File: src/hdl/sbpcm_pkg.sv
// Package: shared types, result codes and the gain table of the stereo PCM decoder.
`default_nettype none
package sbpcm_pkg;

    typedef enum logic [1:0] {
        PH_HEADER = 2'd0,
        PH_CODE   = 2'd1,
        PH_SAMPLE = 2'd2,
        PH_DONE   = 2'd3
    } phase_t;

    typedef enum logic [1:0] {
        KIND_SAMPLE   = 2'd0,
        KIND_COMPLETE = 2'd1,
        KIND_SHORT    = 2'd2
    } kind_t;

    localparam int GAIN_W = 15;
    localparam int PROD_W = 24;

    // one queued piece of work: a sample, a status, or a sample followed by a status
    typedef struct packed {
        logic              has_sample;
        logic              has_status;
        kind_t             status;
        logic [7:0]        sample_byte;
        logic [GAIN_W-1:0] gain;
        logic              right;
    } op_t;

    function automatic logic [GAIN_W-1:0] gain_of(input logic [3:0] idx);
        logic [GAIN_W-1:0] g;
        begin
            g = '0;
            case (idx)
                4'd0:    g = 15'd16512;
                4'd1:    g = 15'd8256;
                4'd2:    g = 15'd4128;
                4'd3:    g = 15'd2064;
                4'd4:    g = 15'd1032;
                4'd5:    g = 15'd516;
                4'd6:    g = 15'd258;
                4'd7:    g = 15'd192;
                4'd8:    g = 15'd129;
                4'd9:    g = 15'd88;
                4'd10:   g = 15'd64;
                4'd11:   g = 15'd56;
                4'd12:   g = 15'd48;
                4'd13:   g = 15'd40;
                4'd14:   g = 15'd36;
                default: g = 15'd32;
            endcase
            return g;
        end
    endfunction

endpackage
`default_nettype wire

File: src/hdl/sbpcm_in_if.sv
// Interface: packet byte channel.
`default_nettype none
interface sbpcm_in_if;
    logic       valid;
    logic       ready;
    logic [7:0] packet_byte;
    logic       packet_end;

    modport source (output valid, output packet_byte, output packet_end, input ready);
    modport sink   (input valid, input packet_byte, input packet_end, output ready);
endinterface
`default_nettype wire

File: src/hdl/sbpcm_out_if.sv
// Interface: decoded result channel.
`default_nettype none
interface sbpcm_out_if;
    logic               valid;
    logic               ready;
    logic [1:0]         result_kind;
    logic signed [15:0] pcm_sample;
    logic               channel_right;
    logic               last_of_run;

    modport source (output valid, output result_kind, output pcm_sample,
                    output channel_right, output last_of_run, input ready);
    modport sink   (input valid, input result_kind, input pcm_sample,
                    input channel_right, input last_of_run, output ready);
endinterface
`default_nettype wire

File: src/hdl/sbpcm_front.sv
// Front end: packet parser that turns each sample byte, and each packet end, into a queued operation.
`default_nettype none
module sbpcm_front
    import sbpcm_pkg::*;
#(
    parameter int PAIRS_PER_BLOCK = 32
) (
    input  wire logic   clk,
    input  wire logic   rst_n,
    sbpcm_in_if.sink    in_ch,
    input  wire logic   q_full,
    output logic        q_push,
    output op_t         q_op
);

    localparam int IDX_W = (2 * PAIRS_PER_BLOCK > 1) ? $clog2(2 * PAIRS_PER_BLOCK) : 1;
    localparam logic [IDX_W-1:0] IDX_LAST = IDX_W'(2 * PAIRS_PER_BLOCK - 1);

    phase_t           phase_reg, phase_next, phase_adv;
    logic [7:0]       blocks_reg, blocks_next;
    logic [IDX_W-1:0] idx_reg, idx_next;
    logic [3:0]       lgain_reg, lgain_next;
    logic [3:0]       rgain_reg, rgain_next;
    logic             accept;
    logic [7:0]       code;

    assign in_ch.ready = !q_full;
    assign accept      = in_ch.valid && !q_full;
    assign code        = {in_ch.packet_byte[0], in_ch.packet_byte[7:1]};

    // next state
    always_comb
    begin
        phase_adv   = phase_reg;
        blocks_next = blocks_reg;
        idx_next    = idx_reg;
        lgain_next  = lgain_reg;
        rgain_next  = rgain_reg;
        if (accept)
        begin
            unique case (phase_reg)
                PH_HEADER:
                begin
                    blocks_next = in_ch.packet_byte;
                    idx_next    = '0;
                    phase_adv   = (in_ch.packet_byte == 8'd0) ? PH_DONE : PH_CODE;
                end
                PH_CODE:
                begin
                    lgain_next = code[3:0];
                    rgain_next = code[7:4];
                    idx_next   = '0;
                    phase_adv  = PH_SAMPLE;
                end
                PH_SAMPLE:
                begin
                    if (idx_reg == IDX_LAST)
                    begin
                        idx_next    = '0;
                        blocks_next = blocks_reg - 8'd1;
                        phase_adv   = (blocks_reg == 8'd1) ? PH_DONE : PH_CODE;
                    end
                    else
                    begin
                        idx_next = idx_reg + IDX_W'(1);
                    end
                end
                PH_DONE:
                begin
                    phase_adv = PH_DONE;
                end
                default:
                begin
                    phase_adv = PH_HEADER;
                end
            endcase
        end
        phase_next = phase_adv;
        if (accept && in_ch.packet_end)
        begin
            phase_next  = PH_HEADER;
            blocks_next = '0;
            idx_next    = '0;
            lgain_next  = '0;
            rgain_next  = '0;
        end
    end

    // outputs
    always_comb
    begin
        q_op.has_sample  = (phase_reg == PH_SAMPLE);
        q_op.has_status  = in_ch.packet_end;
        q_op.status      = (phase_adv == PH_DONE) ? KIND_COMPLETE : KIND_SHORT;
        q_op.sample_byte = in_ch.packet_byte;
        q_op.right       = idx_reg[0];
        q_op.gain        = gain_of(idx_reg[0] ? rgain_reg : lgain_reg);
        q_push           = accept && ((phase_reg == PH_SAMPLE) || in_ch.packet_end);
    end

    always_ff @(posedge clk or negedge rst_n)
    begin
        if (!rst_n)
        begin
            phase_reg  <= PH_HEADER;
            blocks_reg <= '0;
            idx_reg    <= '0;
            lgain_reg  <= '0;
            rgain_reg  <= '0;
        end
        else
        begin
            phase_reg  <= phase_next;
            blocks_reg <= blocks_next;
            idx_reg    <= idx_next;
            lgain_reg  <= lgain_next;
            rgain_reg  <= rgain_next;
        end
    end

    a_blocks_live: assert property (@(posedge clk) disable iff (!rst_n)
        (phase_reg == PH_CODE || phase_reg == PH_SAMPLE) |-> (blocks_reg != 8'd0))
        else $error("block count ran out while mid-packet");

endmodule
`default_nettype wire

File: src/hdl/sbpcm_fifo.sv
// Short operation queue between parser and arithmetic back end.
`default_nettype none
module sbpcm_fifo
    import sbpcm_pkg::*;
#(
    parameter int DEPTH = 4
) (
    input  wire logic clk,
    input  wire logic rst_n,
    input  wire logic push,
    input  wire op_t  push_op,
    input  wire logic pop,
    output op_t       head_op,
    output logic      full,
    output logic      empty
);

    localparam int PTR_W = (DEPTH > 1) ? $clog2(DEPTH) : 1;
    localparam int CNT_W = $clog2(DEPTH + 1);
    localparam logic [CNT_W-1:0] CNT_MAX = CNT_W'(DEPTH);
    localparam logic [PTR_W-1:0] PTR_LAST = PTR_W'(DEPTH - 1);

    op_t              mem [DEPTH];
    logic [PTR_W-1:0] wr_reg, wr_next;
    logic [PTR_W-1:0] rd_reg, rd_next;
    logic [CNT_W-1:0] cnt_reg, cnt_next;
    logic             do_push, do_pop;

    assign full    = (cnt_reg == CNT_MAX);
    assign empty   = (cnt_reg == '0);
    assign do_push = push && !full;
    assign do_pop  = pop && !empty;
    assign head_op = mem[rd_reg];

    always_comb
    begin
        wr_next  = wr_reg;
        rd_next  = rd_reg;
        cnt_next = cnt_reg;
        if (do_push)
        begin
            wr_next = (wr_reg == PTR_LAST) ? '0 : wr_reg + PTR_W'(1);
        end
        if (do_pop)
        begin
            rd_next = (rd_reg == PTR_LAST) ? '0 : rd_reg + PTR_W'(1);
        end
        if (do_push && !do_pop)
        begin
            cnt_next = cnt_reg + CNT_W'(1);
        end
        else if (do_pop && !do_push)
        begin
            cnt_next = cnt_reg - CNT_W'(1);
        end
    end

    always_ff @(posedge clk)
    begin
        if (do_push)
        begin
            mem[wr_reg] <= push_op;
        end
    end

    always_ff @(posedge clk or negedge rst_n)
    begin
        if (!rst_n)
        begin
            wr_reg  <= '0;
            rd_reg  <= '0;
            cnt_reg <= '0;
        end
        else
        begin
            wr_reg  <= wr_next;
            rd_reg  <= rd_next;
            cnt_reg <= cnt_next;
        end
    end

    a_no_overrun: assert property (@(posedge clk) disable iff (!rst_n)
        full && push && !pop |=> full && (cnt_reg == CNT_MAX))
        else $error("queue fill count went past its depth");

endmodule
`default_nettype wire

File: src/hdl/sbpcm_back.sv
// Back end: gain multiply, floor shift, saturation and result sequencing.
`default_nettype none
module sbpcm_back
    import sbpcm_pkg::*;
#(
    parameter int PRODUCT_SHIFT = 5
) (
    input  wire logic   clk,
    input  wire logic   rst_n,
    input  wire op_t    head_op,
    input  wire logic   q_empty,
    output logic        q_pop,
    sbpcm_out_if.source out_ch
);

    localparam logic signed [PROD_W-1:0] SAT_HI = PROD_W'(32767);
    localparam logic signed [PROD_W-1:0] SAT_LO = -PROD_W'(32768);

    // multiply stage
    logic                     s1_valid_reg;
    op_t                      s1_op_reg;
    logic signed [PROD_W-1:0] s1_prod_reg;

    // output stage
    logic               out_valid_reg, out_valid_next;
    kind_t              out_kind_reg, out_kind_next;
    logic signed [15:0] out_pcm_reg, out_pcm_next;
    logic               out_right_reg, out_right_next;
    logic               out_last_reg, out_last_next;
    logic               pend_reg, pend_next;
    kind_t              pend_kind_reg, pend_kind_next;

    logic                     out_free, s1_take, s1_load;
    logic signed [15:0]       gain_s;
    logic signed [7:0]        byte_s;
    logic signed [PROD_W-1:0] prod;
    logic signed [PROD_W-1:0] shifted;
    logic signed [15:0]       sat;

    assign out_free = !out_valid_reg || out_ch.ready;
    assign s1_take  = out_free && !pend_reg && s1_valid_reg;
    assign s1_load  = !s1_valid_reg || s1_take;
    assign q_pop    = s1_load && !q_empty;

    assign gain_s = signed'({1'b0, head_op.gain});
    assign byte_s = signed'(head_op.sample_byte);
    assign prod   = PROD_W'(gain_s) * PROD_W'(byte_s);

    assign shifted = s1_prod_reg >>> PRODUCT_SHIFT;
    always_comb
    begin
        if (shifted > SAT_HI)
        begin
            sat = 16'sd32767;
        end
        else if (shifted < SAT_LO)
        begin
            sat = -16'sd32768;
        end
        else
        begin
            sat = shifted[15:0];
        end
    end

    // a sample with end of packet leaves its status pending until the sample has left the output register
    always_comb
    begin
        out_valid_next = out_valid_reg;
        out_kind_next  = out_kind_reg;
        out_pcm_next   = out_pcm_reg;
        out_right_next = out_right_reg;
        out_last_next  = out_last_reg;
        pend_next      = pend_reg;
        pend_kind_next = pend_kind_reg;
        if (out_free)
        begin
            if (pend_reg)
            begin
                out_valid_next = 1'b1;
                out_kind_next  = pend_kind_reg;
                out_pcm_next   = '0;
                out_right_next = 1'b0;
                out_last_next  = 1'b1;
                pend_next      = 1'b0;
            end
            else if (s1_valid_reg)
            begin
                out_valid_next = 1'b1;
                if (s1_op_reg.has_sample)
                begin
                    out_kind_next  = KIND_SAMPLE;
                    out_pcm_next   = sat;
                    out_right_next = s1_op_reg.right;
                    out_last_next  = !s1_op_reg.has_status;
                    pend_next      = s1_op_reg.has_status;
                    pend_kind_next = s1_op_reg.status;
                end
                else
                begin
                    out_kind_next  = s1_op_reg.status;
                    out_pcm_next   = '0;
                    out_right_next = 1'b0;
                    out_last_next  = 1'b1;
                end
            end
            else
            begin
                out_valid_next = 1'b0;
            end
        end
    end

    always_ff @(posedge clk or negedge rst_n)
    begin
        if (!rst_n)
        begin
            s1_valid_reg  <= 1'b0;
            out_valid_reg <= 1'b0;
            pend_reg      <= 1'b0;
        end
        else
        begin
            if (s1_load)
            begin
                s1_valid_reg <= !q_empty;
            end
            out_valid_reg <= out_valid_next;
            pend_reg      <= pend_next;
        end
    end

    always_ff @(posedge clk)
    begin
        if (q_pop)
        begin
            s1_op_reg   <= head_op;
            s1_prod_reg <= prod;
        end
        out_kind_reg  <= out_kind_next;
        out_pcm_reg   <= out_pcm_next;
        out_right_reg <= out_right_next;
        out_last_reg  <= out_last_next;
        pend_kind_reg <= pend_kind_next;
    end

    assign out_ch.valid         = out_valid_reg;
    assign out_ch.result_kind   = out_kind_reg;
    assign out_ch.pcm_sample    = out_pcm_reg;
    assign out_ch.channel_right = out_right_reg;
    assign out_ch.last_of_run   = out_last_reg;

    a_pend_behind_sample: assert property (@(posedge clk) disable iff (!rst_n)
        pend_reg |-> out_valid_reg && (out_kind_reg == KIND_SAMPLE) && !out_last_reg)
        else $error("pending status without a sample ahead of it");

    a_status_clean: assert property (@(posedge clk) disable iff (!rst_n)
        out_valid_reg && (out_kind_reg != KIND_SAMPLE)
        |-> out_last_reg && (out_pcm_reg == 16'sd0) && !out_right_reg)
        else $error("status result carries sample fields");

    a_status_follows: assert property (@(posedge clk) disable iff (!rst_n)
        pend_reg && out_ch.ready |=> out_valid_reg && (out_kind_reg != KIND_SAMPLE))
        else $error("pending status not issued after its sample");

endmodule
`default_nettype wire

File: src/hdl/stereo_block_scaled_pcm_decoder.sv
// Top level: stereo block-scaled PCM decoder (parser, queue, arithmetic back end).
//
//  channel  dir  payload                                              handshake
//  in_ch    in   packet_byte[7:0], packet_end                         valid/ready
//  out_ch   out  result_kind[1:0], pcm_sample[15:0], channel_right,   valid/ready
//                last_of_run
//
// One byte is taken per cycle while the queue has room; a result passes through the queue
// entry, the multiply register and the output register before it is presented. A sample
// byte carrying packet end gives two results: the sample, then its status, which waits in
// a pending register until the sample leaves the output register.
// Reset clears parser state, queue, multiply valid, pending status and output valid.
// A stall on out_ch fills the queue, after which in_ch.ready drops.
`default_nettype none
module stereo_block_scaled_pcm_decoder
    import sbpcm_pkg::*;
#(
    parameter int PAIRS_PER_BLOCK = 32,
    parameter int PRODUCT_SHIFT   = 5,
    parameter int QUEUE_DEPTH     = 4
) (
    input  wire logic   clk,
    input  wire logic   rst_n,
    sbpcm_in_if.sink    in_ch,
    sbpcm_out_if.source out_ch
);

    op_t  push_op;
    op_t  head_op;
    logic q_push, q_pop, q_full, q_empty;

    sbpcm_front #(
        .PAIRS_PER_BLOCK(PAIRS_PER_BLOCK)
    ) u_front (
        .clk    (clk),
        .rst_n  (rst_n),
        .in_ch  (in_ch),
        .q_full (q_full),
        .q_push (q_push),
        .q_op   (push_op)
    );

    sbpcm_fifo #(
        .DEPTH(QUEUE_DEPTH)
    ) u_fifo (
        .clk     (clk),
        .rst_n   (rst_n),
        .push    (q_push),
        .push_op (push_op),
        .pop     (q_pop),
        .head_op (head_op),
        .full    (q_full),
        .empty   (q_empty)
    );

    sbpcm_back #(
        .PRODUCT_SHIFT(PRODUCT_SHIFT)
    ) u_back (
        .clk     (clk),
        .rst_n   (rst_n),
        .head_op (head_op),
        .q_empty (q_empty),
        .q_pop   (q_pop),
        .out_ch  (out_ch)
    );

endmodule
`default_nettype wire

File: src/flat_wrapper.sv
// flat-port wrapper written by rule: the top's interface ports become plain ports
module stereo_block_scaled_pcm_decoder_flat import sbpcm_pkg::*;
#(
    parameter int PAIRS_PER_BLOCK = 32,
    parameter int PRODUCT_SHIFT   = 5,
    parameter int QUEUE_DEPTH     = 4
)
  (clk, rst_n, in_ch_valid, in_ch_packet_byte, in_ch_packet_end, in_ch_ready, out_ch_valid, out_ch_result_kind, out_ch_pcm_sample, out_ch_channel_right, out_ch_last_of_run, out_ch_ready);
  sbpcm_in_if in_ch_i ();
  sbpcm_out_if out_ch_i ();
  input  wire logic clk;
  input  wire logic rst_n;
  input wire logic [$bits(in_ch_i.valid)-1:0] in_ch_valid;
  input wire logic [$bits(in_ch_i.packet_byte)-1:0] in_ch_packet_byte;
  input wire logic [$bits(in_ch_i.packet_end)-1:0] in_ch_packet_end;
  output wire logic [$bits(in_ch_i.ready)-1:0] in_ch_ready;
  output wire logic [$bits(out_ch_i.valid)-1:0] out_ch_valid;
  output wire logic [$bits(out_ch_i.result_kind)-1:0] out_ch_result_kind;
  output wire logic [$bits(out_ch_i.pcm_sample)-1:0] out_ch_pcm_sample;
  output wire logic [$bits(out_ch_i.channel_right)-1:0] out_ch_channel_right;
  output wire logic [$bits(out_ch_i.last_of_run)-1:0] out_ch_last_of_run;
  input wire logic [$bits(out_ch_i.ready)-1:0] out_ch_ready;
  assign in_ch_i.valid = in_ch_valid;
  assign in_ch_i.packet_byte = in_ch_packet_byte;
  assign in_ch_i.packet_end = in_ch_packet_end;
  assign in_ch_ready = in_ch_i.ready;
  assign out_ch_valid = out_ch_i.valid;
  assign out_ch_result_kind = out_ch_i.result_kind;
  assign out_ch_pcm_sample = out_ch_i.pcm_sample;
  assign out_ch_channel_right = out_ch_i.channel_right;
  assign out_ch_last_of_run = out_ch_i.last_of_run;
  assign out_ch_i.ready = out_ch_ready;
  stereo_block_scaled_pcm_decoder #(.PAIRS_PER_BLOCK(PAIRS_PER_BLOCK), .PRODUCT_SHIFT(PRODUCT_SHIFT), .QUEUE_DEPTH(QUEUE_DEPTH)) u_core (.clk(clk), .rst_n(rst_n), .in_ch(in_ch_i), .out_ch(out_ch_i));
endmodule
File: config.mk
export PLATFORM = sky130hd
export DESIGN_NAME = stereo_block_scaled_pcm_decoder_flat
export DESIGN_NICKNAME = d
export VERILOG_FILES = /design/src/hdl/sbpcm_pkg.sv /design/src/hdl/sbpcm_in_if.sv /design/src/hdl/sbpcm_out_if.sv /design/src/hdl/sbpcm_front.sv /design/src/hdl/sbpcm_fifo.sv /design/src/hdl/sbpcm_back.sv /design/src/hdl/stereo_block_scaled_pcm_decoder.sv /design/src/flat_wrapper.sv
export SDC_FILE = /design/constraint.sdc
export NUM_CORES = 1
export LEC_CHECK = 0
export ABC_AREA = 1
export ABC_CLOCK_PERIOD_IN_PS = 5860
export BUFFER_PORTS_ARGS = -buffer_cell sky130_fd_sc_hd__buf_2
export CORE_MARGIN = 2
export CORE_UTILIZATION = 55
export CTS_CLUSTER_DIAMETER = 200
export DETAILED_ROUTE_END_ITERATION = 10
export HOLD_SLACK_MARGIN = 0.06
export PLACE_DENSITY_LB_ADDON = 0.15
export SETUP_SLACK_MARGIN = 0.2
export SYNTH_ARGS = -nofsm -noshare
export SYNTH_HDL_FRONTEND = slang
export SYNTH_HIERARCHICAL = 1
export SYNTH_SLANG_ARGS = --single-unit
File: constraint.sdc
create_clock -name clk -period 5.86 [get_ports clk]
set_clock_uncertainty 0.1 [all_clocks]
set_input_delay 1.172 -clock clk [delete_from_list [all_inputs] [get_ports clk]]
set_output_delay 1.172 -clock clk [all_outputs]
set_load 0.02 [all_outputs]
==> reports/qor.csv <==
metric,value,unit
grt_pass1_vias,8543,
synth_edf_count,158,
cpPeakStageDelay,0.66,ns
drc_errors,0,
slew_headroom,23.11,%
syn_nets,1607,
io_buffer_count,34,
clk_latency,0.43,ns
worstSetupStartpointType,flip-flop,
gp_congestion,0.9143,
antenna_found_initial,0,
largest_reg_flops,112,
hp-class,reg -> reg,
antenna_cells,0,
clockBufferDepth,2,
ys_ff_latch,192,
grt_busiest_layer,met2,
report.final.slew_viol_count,0,
syn2layout_area_growth,7.306,%
synth-xor-area-share,0.7335,%
gr-usage-met1,28.40,%
synth-simple-area-share,16.91,%
final_cells,1794,
synth_area_leaders,"edfxtp_1 36%, fa_1 12%, nand2_1 11%, inv_1 10%, dfrtp_1 6.5%",
placed_area,13500,um^2
max_freq,0.1871,GHz
dr_total_vias,8939,
post-route-period-util,91.21,%
die_h,158.5,um
initial_utilization,55.96,%
yosysTopAreaCell,edfxtp_1,
path_cells,buf_12 -> nand2_1 -> o211ai_1 -> nand2_1 -> or2_2 -> fa_1 -> fa_1 -> inv_1 -> fa_1 -> inv_1 -> fa_1 -> inv_1 -> ha_1 -> nand2_1 -> nand2_1 -> nand2_1 -> nand2_1 -> nand2_1 -> nand3_2 -> nand2_1 -> nand2_1 -> nand2_1 -> nand2_1,
boundaryPins,35,
worst_pin_slew,1.151,ns
fin_tns_setup,0,ns
rows,56,
grt.total_usage,21.33,%
cts-root-buf,clkbuf_16,
critPathCaptureType,flip-flop,
dr.pass1.iters,5,
vias_per_cell,4.983,
rsz0062_at_grt,false,
dp_cells,1761,
cts_inserted_buffers,17,
grt_use_met2,36.80,%
final_area,14090,um^2
ys_types,47,
cts_max_level,4,
synthAdderAreaFrac,18.52,%
setup_viol,0,
dp_hpwl,18700,um
yosys.area.top_type_share,36.12,%
die_w,158.5,um
ys_async_sr_fraction,17.71,%
nFillCells,2040,
drive_gt1_share,11.53,%
syn_avg_cell_area,9.077,um^2
cp_num_buf_inv,4,
drt_iter0_markers,568,
synth-compound-area-share,8.097,%
cts_tree,built,
cap_violations,0,
wl_per_cell,14.09,um
synthMuxAreaShare,0,%
grt_pass1_wl,41690,um
cp_data_arrival_time,5.44,ns
synth_top_family_by_area,adder cells,
syn_area,13140,um^2
drt-total-wl,25280,um
grt_overflow_total,0,
grt_start_max_net_pins,52,
critPathTopFamily,adder cells,
synth_flop_cell,edfxtp_1,
final_nets,1622,
coreArea,23470,um^2
yosysWarnings,6,
cts-hold-fix-buffers,0,
hold_violations,0,
detail-route-antenna-nets,0,
status,"complete, no violations",
cts.sinks,192,
syn_inst,1447,
cts.clk_slew.worst_paths,0.07,ns
path_common_cell,nand2_1,
die_area,25130,um^2
cp.required,5.95,ns
fin_crit,5.345,ns
cp_slowest_cell,dfrtp_4,
worstSetupPathType,reg -> reg,
ys_seq_area_share,42.60,%
critPathMaxFanout,33,
grt_use_met3,3.402,%
Yosys cell counts (2+ instances only):
cell and count:
o21ai_0 30, inv_1 353, nand4_1 7, fa_1 79
o211ai_2 31, nand2_2 11, o22ai_1 2, xnor2_1 4
o21a_1 2, dfrtp_1 34, a21oi_2 3, nor2_1 67
buf_6 8, nor3_1 4, nand2_1 369, nor2_4 4
or2_2 9, nor2_2 3, o21bai_1 2, o21ai_2 3
o211ai_1 25, clkbuf_2 4, nand3_1 55, ha_1 68
buf_2 9, a21oi_1 36, inv_2 12, buf_4 14
clkbuf_1 17, xor2_1 7, edfxtp_1 158, and2_1 2
worst paths after layout:
kind | from | end | slack (ns) | cells past startpoint
max in group asynchronous | rst_n | u_core/u_fifo/rd_reg[0] | 4.32 | 1
worst min-delay path | u_core/u_back/s1_op_reg[25] | u_core/u_back/pend_kind_reg[1] | 0.36 | 0
min in group asynchronous | rst_n | u_core/u_front/idx_reg[5] | 0.72 | 1
worst max-delay path | u_core/u_fifo/rd_reg[0] | u_core/u_back/s1_prod_reg[22] | 0.51 | 23
worst min register to register | u_core/u_back/s1_op_reg[25] | u_core/u_back/pend_kind_reg[1] | 0.36 | 0
worst max register to register | u_core/u_fifo/rd_reg[0] | u_core/u_back/s1_prod_reg[22] | 0.51 | 23
cells in the final DEF, fill, tap and decap left out, types with 5 or more instances in the layout:
master and n:
a21oi_1 36, buf_2 34, buf_4 15, clkbuf_16 18, clkinv_4 5, dfrtp_1 33
edfxtp_1 158, fa_1 79, ha_1 68, inv_1 353, inv_2 12, nand2_1 368
nand2_2 12, nand3_1 55, nand4_1 7, nor2_1 62, nor2_2 8, o211ai_1 25
o211ai_2 31, o21ai_0 30, or2_2 9, xor2_1 7
kinds of logic after synthesis:
logic type	count (synthesis)
xor+xnor	11
compound gates	141
flops	192
simple gates	536
buf+inv	420
fa+ha+maj	147
metal layers:
metal,vias to the layer above,wire length [um]
met5,-,0
met4,0,296
met3,23,993
met2,204,12580
met1,4221,11410
li1,4491,-
per-stage QoR:
| stage | utilization [%] | hold WS, ns | setup WS [ns] |
|---|---|---|---|
| 6_report | 60.05 | 0.3561 | 0.5148 |
| 5_1_grt | 60.05 | 0.3829 | 0.2444 |
| 4_1_cts | 59.92 | 0.3648 | 0.3562 |
| 3_5_place_dp | 57.50 | 0.3469 | 0.3673 |
| 3_3_place_gp | 57.50 | 0.3410 | 0.4637 |
| 2_1_floorplan | - | 0.3271 | 0.8063 |
cell type report:
cell class | instances | area [um^2] | area share [%]
clock buffers | 19 | 454.2 | 3.222
clock inverters | 13 | 113.9 | 0.8078
flip-flops and latches | 192 | 5599 | 39.72
well taps | 319 | 399.1 | 2.832
inverters | 365 | 1370 | 9.720
repair buffers | 51 | 330.3 | 2.344
multi-input cells | 835 | 5828 | 41.35
what timing repair did:
item                       CTS  global route
gates resized for setup      0             1
setup buffers                0             1
setup endpoints to repair    0            11
Power is left out: the tool's default activity adds up to more than one toggle a clock period on the data nets, which glitch-free logic cannot reach.
